--- config.mk ---
export PLATFORM = sky130hd
export DESIGN_NAME = quoted_string_unescaper_flat
export DESIGN_NICKNAME = d
export VERILOG_FILES = /design/src/rtl/qsu_pkg.sv /design/src/rtl/qsu_ifs.sv /design/src/rtl/quoted_string_unescaper.sv /design/src/rtl/qsu_in_stage.sv /design/src/rtl/qsu_decode.sv /design/src/rtl/qsu_out_stage.sv /design/src/flat_wrapper.sv
export SDC_FILE = /design/constraint.sdc
export NUM_CORES = 1
export LEC_CHECK = 0
export ABC_AREA = 1
export BUFFER_PORTS_ARGS = -buffer_cell sky130_fd_sc_hd__buf_2
export CORE_UTILIZATION = 40
export CTS_CLUSTER_SIZE = 40
export DETAILED_ROUTE_END_ITERATION = 8
export PLACE_DENSITY_LB_ADDON = 0.05
export SLEW_MARGIN = 10
export SYNTH_ARGS = -nofsm -noshare
export SYNTH_HDL_FRONTEND = slang
export SYNTH_SLANG_ARGS = --single-unit
--- constraint.sdc ---
create_clock -name clk -period 5.8 [get_ports clk]
set_input_delay 1.74 -clock clk [delete_from_list [all_inputs] [get_ports clk]]
set_output_delay 1.74 -clock clk [all_outputs]
set_load 0.005 [all_outputs]
--- src/rtl/qsu_pkg.sv ---
// ============================================================================
// qsu_pkg
// Types and constants shared by the quoted string unescaper.
// ============================================================================
`default_nettype none

package qsu_pkg;

    typedef enum logic [2:0] {
        PH_OPEN = 3'd0,
        PH_TEXT = 3'd1,
        PH_ESC  = 3'd2,
        PH_HEX1 = 3'd3,
        PH_HEX2 = 3'd4
    } phase_t;

    typedef enum logic [1:0] {
        ERR_NONE      = 2'd0,
        ERR_UNKNOWN   = 2'd1,
        ERR_BAD_HEX   = 2'd2,
        ERR_TRUNCATED = 2'd3
    } err_t;

    localparam logic [7:0] CH_BSLASH = 8'h5C;
    localparam logic [7:0] CH_DQUOTE = 8'h22;
    localparam logic [7:0] CH_SQUOTE = 8'h27;
    localparam logic [7:0] CH_N      = 8'h6E;
    localparam logic [7:0] CH_T      = 8'h74;
    localparam logic [7:0] CH_ZERO   = 8'h30;
    localparam logic [7:0] CH_X      = 8'h78;
    localparam logic [7:0] CH_LF     = 8'h0A;
    localparam logic [7:0] CH_TAB    = 8'h09;
    localparam logic [7:0] CH_NUL    = 8'h00;

    typedef struct packed {
        logic [7:0] in_byte;
        logic       token_end;
    } in_item_t;

    typedef struct packed {
        logic [7:0] out_byte;
        logic       byte_valid;
        logic       string_done;
        logic [1:0] error_code;
    } out_item_t;

    typedef struct packed {
        logic ok;
        logic [3:0] nibble;
    } hex_t;

    // Hex digit decode: 0-9, a-f and A-F.
    function automatic hex_t hex_value(input logic [7:0] c);
        hex_t h;
        h.ok     = 1'b1;
        h.nibble = 4'd0;
        if (c >= 8'h30 && c <= 8'h39)
        begin
            h.nibble = c[3:0];
        end
        else if ((c >= 8'h61 && c <= 8'h66) || (c >= 8'h41 && c <= 8'h46))
        begin
            h.nibble = c[3:0] + 4'd9;
        end
        else
        begin
            h.ok = 1'b0;
        end
        return h;
    endfunction

endpackage

`default_nettype wire

--- src/rtl/qsu_ifs.sv ---
// ============================================================================
// qsu_ifs
// Stream channels of the quoted string unescaper: raw bytes in, results out.
// ============================================================================
`default_nettype none

interface qsu_in_if;
    logic       valid;
    logic       ready;
    logic [7:0] in_byte;
    logic       token_end;

    modport source (output valid, output in_byte, output token_end, input ready);
    modport sink   (input valid, input in_byte, input token_end, output ready);
endinterface

interface qsu_out_if;
    logic       valid;
    logic       ready;
    logic [7:0] out_byte;
    logic       byte_valid;
    logic       string_done;
    logic [1:0] error_code;

    modport source (output valid, output out_byte, output byte_valid,
                    output string_done, output error_code, input ready);
    modport sink   (input valid, input out_byte, input byte_valid,
                    input string_done, input error_code, output ready);
endinterface

`default_nettype wire

--- src/rtl/quoted_string_unescaper.sv ---
// ============================================================================
// quoted_string_unescaper
// Decodes the bytes of a C-style quoted string token, one byte per cycle while the output does not stall.
//
//   channel     dir  handshake     payload
//   in_stream   in   valid/ready   in_byte[7:0], token_end
//   out_stream  out  valid/ready   out_byte[7:0], byte_valid, string_done,
//                                  error_code[1:0]
//
// One byte is taken per cycle while the output does not hold the flow; a byte
// passes the input register, the decode logic and the result register, and its
// result is offered on the output once it is in the result register.
// The state update of the decoder sets the rate.
// Bytes that yield no result (opening quote, backslash, the x and first digit
// of a hex escape, discarded bytes) never wait on the output side. Reset clears
// the decoder state to "expecting opening quote" and empties both registers.
// ============================================================================
`default_nettype none

module quoted_string_unescaper (
    input  wire logic  clk,
    input  wire logic  rst_n,
    qsu_in_if.sink     in_stream,
    qsu_out_if.source  out_stream
);
    import qsu_pkg::*;

    logic      item_valid;
    in_item_t  item;
    logic      has_result;
    out_item_t result;
    logic      out_free;
    logic      advance;

    // A byte is decoded once any result it makes has a place to go.
    assign advance = item_valid && (!has_result || out_free);

    qsu_in_stage u_in_stage (
        .clk        (clk),
        .rst_n      (rst_n),
        .in_stream  (in_stream),
        .advance    (advance),
        .item_valid (item_valid),
        .item       (item)
    );

    qsu_decode u_decode (
        .clk        (clk),
        .rst_n      (rst_n),
        .advance    (advance),
        .item       (item),
        .has_result (has_result),
        .result     (result)
    );

    qsu_out_stage u_out_stage (
        .clk        (clk),
        .rst_n      (rst_n),
        .out_stream (out_stream),
        .load       (advance && has_result),
        .result     (result),
        .free       (out_free)
    );

endmodule

`default_nettype wire

--- src/rtl/qsu_in_stage.sv ---
// ============================================================================
// qsu_in_stage
// Input register: captures one raw byte and holds it until it is decoded.
// ============================================================================
`default_nettype none

module qsu_in_stage (
    input  wire logic              clk,
    input  wire logic              rst_n,
    qsu_in_if.sink                 in_stream,
    input  wire logic              advance,
    output logic                   item_valid,
    output qsu_pkg::in_item_t      item
);
    import qsu_pkg::*;

    logic     valid_reg;
    logic     valid_next;
    in_item_t item_reg;
    logic     take;

    // The register frees up in the same cycle in which its item is decoded.
    assign in_stream.ready = !valid_reg || advance;
    assign take            = in_stream.valid && in_stream.ready;
    assign valid_next      = take || (valid_reg && !advance);

    always_ff @(posedge clk or negedge rst_n)
    begin
        if (!rst_n)
        begin
            valid_reg <= 1'b0;
        end
        else
        begin
            valid_reg <= valid_next;
        end
    end

    always_ff @(posedge clk)
    begin
        if (take)
        begin
            item_reg.in_byte   <= in_stream.in_byte;
            item_reg.token_end <= in_stream.token_end;
        end
    end

    assign item_valid = valid_reg;
    assign item       = item_reg;

endmodule

`default_nettype wire

--- src/rtl/qsu_decode.sv ---
// ============================================================================
// qsu_decode
// Escape decoder: phase, hex nibble and discard state, updated per byte.
// ============================================================================
`default_nettype none

module qsu_decode (
    input  wire logic               clk,
    input  wire logic               rst_n,
    input  wire logic               advance,
    input  wire qsu_pkg::in_item_t  item,
    output logic                    has_result,
    output qsu_pkg::out_item_t      result
);
    import qsu_pkg::*;

    phase_t     phase_reg;
    phase_t     phase_next;
    logic [3:0] high_nibble_reg;
    logic [3:0] high_nibble_next;
    logic       discarding_reg;
    logic       discarding_next;
    hex_t       hex;

    assign hex = hex_value(item.in_byte);

    always_comb
    begin
        phase_next       = phase_reg;
        high_nibble_next = high_nibble_reg;
        discarding_next  = discarding_reg;
        has_result       = 1'b0;
        result           = '0;

        if (item.token_end)
        begin
            has_result         = 1'b1;
            result.string_done = 1'b1;
            if (!discarding_reg &&
                (phase_reg == PH_ESC || phase_reg == PH_HEX1 || phase_reg == PH_HEX2))
            begin
                result.error_code = ERR_TRUNCATED;
            end
            phase_next       = PH_OPEN;
            high_nibble_next = 4'd0;
            discarding_next  = 1'b0;
        end
        else
        begin
            case (phase_reg)
                PH_OPEN:
                begin
                    phase_next = PH_TEXT;
                end
                PH_ESC:
                begin
                    phase_next        = PH_TEXT;
                    has_result        = 1'b1;
                    result.byte_valid = 1'b1;
                    case (item.in_byte)
                        CH_N:      result.out_byte = CH_LF;
                        CH_T:      result.out_byte = CH_TAB;
                        CH_ZERO:   result.out_byte = CH_NUL;
                        CH_BSLASH: result.out_byte = CH_BSLASH;
                        CH_DQUOTE: result.out_byte = CH_DQUOTE;
                        CH_SQUOTE: result.out_byte = CH_SQUOTE;
                        CH_X:
                        begin
                            phase_next        = PH_HEX1;
                            has_result        = 1'b0;
                            result.byte_valid = 1'b0;
                        end
                        default:
                        begin
                            result.byte_valid = 1'b0;
                            result.error_code = ERR_UNKNOWN;
                            discarding_next   = 1'b1;
                        end
                    endcase
                end
                PH_HEX1:
                begin
                    if (hex.ok)
                    begin
                        high_nibble_next = hex.nibble;
                        phase_next       = PH_HEX2;
                    end
                    else
                    begin
                        phase_next        = PH_TEXT;
                        has_result        = 1'b1;
                        result.error_code = ERR_BAD_HEX;
                        discarding_next   = 1'b1;
                    end
                end
                PH_HEX2:
                begin
                    phase_next = PH_TEXT;
                    has_result = 1'b1;
                    if (hex.ok)
                    begin
                        result.out_byte   = {high_nibble_reg, hex.nibble};
                        result.byte_valid = 1'b1;
                    end
                    else
                    begin
                        result.error_code = ERR_BAD_HEX;
                        discarding_next   = 1'b1;
                    end
                end
                default:
                begin
                    phase_next = PH_TEXT;
                    if (!discarding_reg)
                    begin
                        if (item.in_byte == CH_BSLASH)
                        begin
                            phase_next = PH_ESC;
                        end
                        else
                        begin
                            has_result        = 1'b1;
                            result.out_byte   = item.in_byte;
                            result.byte_valid = 1'b1;
                        end
                    end
                end
            endcase
        end
    end

    always_ff @(posedge clk or negedge rst_n)
    begin
        if (!rst_n)
        begin
            phase_reg       <= PH_OPEN;
            high_nibble_reg <= 4'd0;
            discarding_reg  <= 1'b0;
        end
        else if (advance)
        begin
            phase_reg       <= phase_next;
            high_nibble_reg <= high_nibble_next;
            discarding_reg  <= discarding_next;
        end
    end

endmodule

`default_nettype wire

--- src/rtl/qsu_out_stage.sv ---
// ============================================================================
// qsu_out_stage
// Result register: holds one decoded result until the consumer takes it.
// ============================================================================
`default_nettype none

module qsu_out_stage (
    input  wire logic                clk,
    input  wire logic                rst_n,
    qsu_out_if.source                out_stream,
    input  wire logic                load,
    input  wire qsu_pkg::out_item_t  result,
    output logic                     free
);
    import qsu_pkg::*;

    logic      valid_reg;
    logic      valid_next;
    out_item_t result_reg;

    assign free       = !valid_reg || out_stream.ready;
    assign valid_next = load || (valid_reg && !out_stream.ready);

    always_ff @(posedge clk or negedge rst_n)
    begin
        if (!rst_n)
        begin
            valid_reg <= 1'b0;
        end
        else
        begin
            valid_reg <= valid_next;
        end
    end

    always_ff @(posedge clk)
    begin
        if (load)
        begin
            result_reg <= result;
        end
    end

    assign out_stream.valid       = valid_reg;
    assign out_stream.out_byte    = result_reg.out_byte;
    assign out_stream.byte_valid  = result_reg.byte_valid;
    assign out_stream.string_done = result_reg.string_done;
    assign out_stream.error_code  = result_reg.error_code;

endmodule

`default_nettype wire
--- src/flat_wrapper.sv ---
// flat-port wrapper written by rule: the top's interface ports become plain ports
module quoted_string_unescaper_flat import qsu_pkg::*;
  (clk, rst_n, in_stream_valid, in_stream_in_byte, in_stream_token_end, in_stream_ready, out_stream_valid, out_stream_out_byte, out_stream_byte_valid, out_stream_string_done, out_stream_error_code, out_stream_ready);
  qsu_in_if in_stream_i ();
  qsu_out_if out_stream_i ();
  input  wire logic clk;
  input  wire logic rst_n;
  input wire logic [$bits(in_stream_i.valid)-1:0] in_stream_valid;
  input wire logic [$bits(in_stream_i.in_byte)-1:0] in_stream_in_byte;
  input wire logic [$bits(in_stream_i.token_end)-1:0] in_stream_token_end;
  output wire logic [$bits(in_stream_i.ready)-1:0] in_stream_ready;
  output wire logic [$bits(out_stream_i.valid)-1:0] out_stream_valid;
  output wire logic [$bits(out_stream_i.out_byte)-1:0] out_stream_out_byte;
  output wire logic [$bits(out_stream_i.byte_valid)-1:0] out_stream_byte_valid;
  output wire logic [$bits(out_stream_i.string_done)-1:0] out_stream_string_done;
  output wire logic [$bits(out_stream_i.error_code)-1:0] out_stream_error_code;
  input wire logic [$bits(out_stream_i.ready)-1:0] out_stream_ready;
  assign in_stream_i.valid = in_stream_valid;
  assign in_stream_i.in_byte = in_stream_in_byte;
  assign in_stream_i.token_end = in_stream_token_end;
  assign in_stream_ready = in_stream_i.ready;
  assign out_stream_valid = out_stream_i.valid;
  assign out_stream_out_byte = out_stream_i.out_byte;
  assign out_stream_byte_valid = out_stream_i.byte_valid;
  assign out_stream_string_done = out_stream_i.string_done;
  assign out_stream_error_code = out_stream_i.error_code;
  assign out_stream_i.ready = out_stream_ready;
  quoted_string_unescaper u_core (.clk(clk), .rst_n(rst_n), .in_stream(in_stream_i), .out_stream(out_stream_i));
endmodule
==> metrics.md <==
| Metric | Value |
|---|---|
| Status | finished clean |
| Critical path buffers and inverters | 2 |
| P&R area growth vs syn | 17.3% |
| Post-synth EDFFs | 21 |
| Via-per-instance ratio | 5.09 |
| Non-filler instance count after layout | 296 |
| R2r setup slk | 3.17 ns |
| Filler cells | 415 |
| CTS tree | yes |
| Final max-slew violation count | 0 |
| Num rows | 23 |
| Hold Crit Start | u_core.u_decode.high_nibble_reg[2] |
| Clk_skew | 0.00562 ns |
| Synth Instances | 213 |
| Initial Util | 42.8% |
| Final Util | 50.2% |
| Max reg flops | 9 |
| Placed cell count | 288 |
| Unrepaired setup endpoints after global routing | no |
| Post-cts hold buffer count | 0 |
| Maximum capacitance violations | 0 |
| CP peak stage delay | 0.22 ns |
| Congestion Overflow GR | 0 |
| Global-route wire length before repair | 6440 um |
| GPL Wtd Cong | 0.926 |
| Pleak | approximately 0.96 nW |
| Setup violations, final | 0 |
| Crit end category | primary output |
| # clock sinks | 31 |
| CP Max Fanout | 3 |
| Startpoint types | input port |
| Worst VDD drop | approximately 0.00014 V |
| R2r endpoint | u_core.u_out_stage.out_stream.out_byte[0] |
| Worst reg2reg path depth | 12 |
| Period utilization | 70.9% |
| Synthesized area | around 1800 um2 |
| Initial antenna violation count | 0 |
| DR DRC count | 0 |
| Delay-heaviest family, CP | simple AND/OR/NAND/NOR gates |
| Slowest stage cell, crit path | nor2_1 |
| WP data arrival | 2.37 ns |
| Syn nets | 230 |
| Nets@finish | approximately 260 |
| Register bit total from synthesis | 31 |
| Area of the multi-input gates | between 700 and 800 um2 |
| Total number of vias | ~1,500 |
| Reg clk slew, reported paths | 0.07 ns |
| Commonest non-fill, non-tap cell in the layout | nand2_1 |
| Worst Hold Path Cells | 2 |
| Sequential share of the synthesized area | 50.0% |
| Share of cells above drive strength 1 | 19.9% |
| Post_cts resized | 0 |
| Final Hold Vio Count | 0 |
| Clock Latency Late Sink | between 0.2 and 0.3 ns |
| Routed wire length | 3860 um |
| Post-CTS Setup Bufs | 0 |
| Measured slew at the worst slew-check pin | 0.575 ns |
| Primary FF master, synth | edfxtp_1 |
| Min-Delay Path Class | flop to flop |
| H-tree Lvls | 2 |
| Drt first-iter violations | 138 |
| Vias in the first global route | ~1,400 |
| Fmax | ~0.24 GHz |
| Cell mode on critical path | buf_2 |
| Final ANT Viol Nets | 0 |
| Ant diodes | 0 |
| Yosys cell types | 27 |
| Setup TNS | 0 ns |
| Tot GR Track Use | 19.3% |
| PortBufs | 26 |
| Core area | 4120 um2 |
| Die H | roughly 68 um |
| TritonCTS buffer count | 5 |
| Clock Path Buffers | 2 |
| Post-layout minimum cycle time | around 4.1 ns |
| Design area | 2070 um2 |
| Drt pass-1 iters | 4 |
| CP Cell Sequence | buf_2 -> nor2_1 -> nand3_1 -> buf_2 |
| CP Depth | 4 |
| Power density over cell area | 305 nW/um2 |
| Chip Width | 68.3 um |
| Design Power | 0.000631 W |
| WL/cell | 13.0 um |
| Root Buffer | clkbuf_8 |
| IO Count | 27 |
| Largest net degree at the start of global routing | 17 |
| Detailed placer's ending HPWL | 2890 um |
| Placed instance area | 1950 um2 |
| Critical R2R Launch | u_core.u_in_stage.item[1] |
| Die ar. | about 4700 um2 |
| Setup CP Type | input port to primary output |
| Most frequent cells in the layout | nand2_1, nor2_1, inv_1 |
| Post-synth ARST share | 32.3% |
| Req. time, crit path | 4.06 ns |
| FF/Latch Area | 881 um2 |
| Worst slew margin | about three fifths |
| Mean Syn Cell Area | roughly 8.3 um2 |
| Worst min-delay path endpoint | u_core.u_decode.high_nibble_reg[2] |
| Ys Warns | 0 |
-- kinds of logic after synthesis --
logic type                 count (synthesis)  synth area share [%]
and+or+nand+nor                          116                  29.2
buffers and inverters                     30                  6.75
AOI/OAI and AO/OA                         29                  9.67
adders and majority gates                  4                  2.84
DFF                                       31                  50.0
xor gates and xnor gates                   3                  1.49
-- area by class of cell --
| class | instances | area share (%) |
|---|---|---|
| well taps | 50 | 3.03 |
| multi-input cells | 152 | 36.8 |
| clock buffers | 6 | 4.00 |
| clock inverters | 2 | 1.70 |
| inverters | 29 | 5.51 |
| flip-flops and latches | 31 | 42.6 |
| repair buffers | 26 | 6.30 |
-- worst min-delay path, cell delays in order (launching register included) --
cell,delay (ns)
dfrtp_1,0.35
nand2_1,0.06
nand2_1,0.05
-- metal layers --
metal	vias up	wire length (um)	part of all wire, %	track usage (%)
li1	766	-	-	-
met1	679	1850	48	24.2
met2	55	1750	45	30.5
met3	6	198	5.1	5.00
met4	0	60	1.6	9.11
met5	-	0	0	0
-- worst max path at each step --
stage / start / slack [ns] / endpoint
2_1_floorplan: out_stream_ready / 1.97 / in_stream_ready
3_3_place_gp: out_stream_ready / 1.71 / in_stream_ready
3_5_place_dp: out_stream_ready / 1.67 / in_stream_ready
4_1_cts: out_stream_ready / 1.67 / in_stream_ready
5_1_grt: out_stream_ready / 1.61 / in_stream_ready
6_report: out_stream_ready / 1.69 / in_stream_ready
-- power by group --
part	internal, W	switching, W	leakage, nW	total, W
Clock	0.000139	0.0000803	0.0612	0.000219
Combinational	0.0000432	0.0000773	0.559	0.000121
Sequential	0.000273	0.0000181	0.337	0.000291
Total	0.000455	0.000176	0.957	0.000631
-- synthesized netlist by cell type (3+ instances only) --
cell type  number  area share (%)
xor2_1          3             1.5
o21ai_0         7             2.0
inv_1          28             6.0
nor2_1         32             6.8
a21oi_1         9             2.6
dfrtp_1        10              14
ha_1            4             2.8
a31oi_1         4             1.4
nor2_2          5             1.8
edfxtp_1       21              36
nand3_1        16             4.5
nand2_1        53              11
-- metrics by stage --
stage          setup slack [ns]  hold WS [ns]
2_1_floorplan              1.97         0.449
3_3_place_gp               1.71         0.476
3_5_place_dp               1.67         0.474
4_1_cts                    1.67         0.493
5_1_grt                    1.61         0.540
6_report                   1.69         0.491
Note: power is estimated with default switching activity, not from simulation.
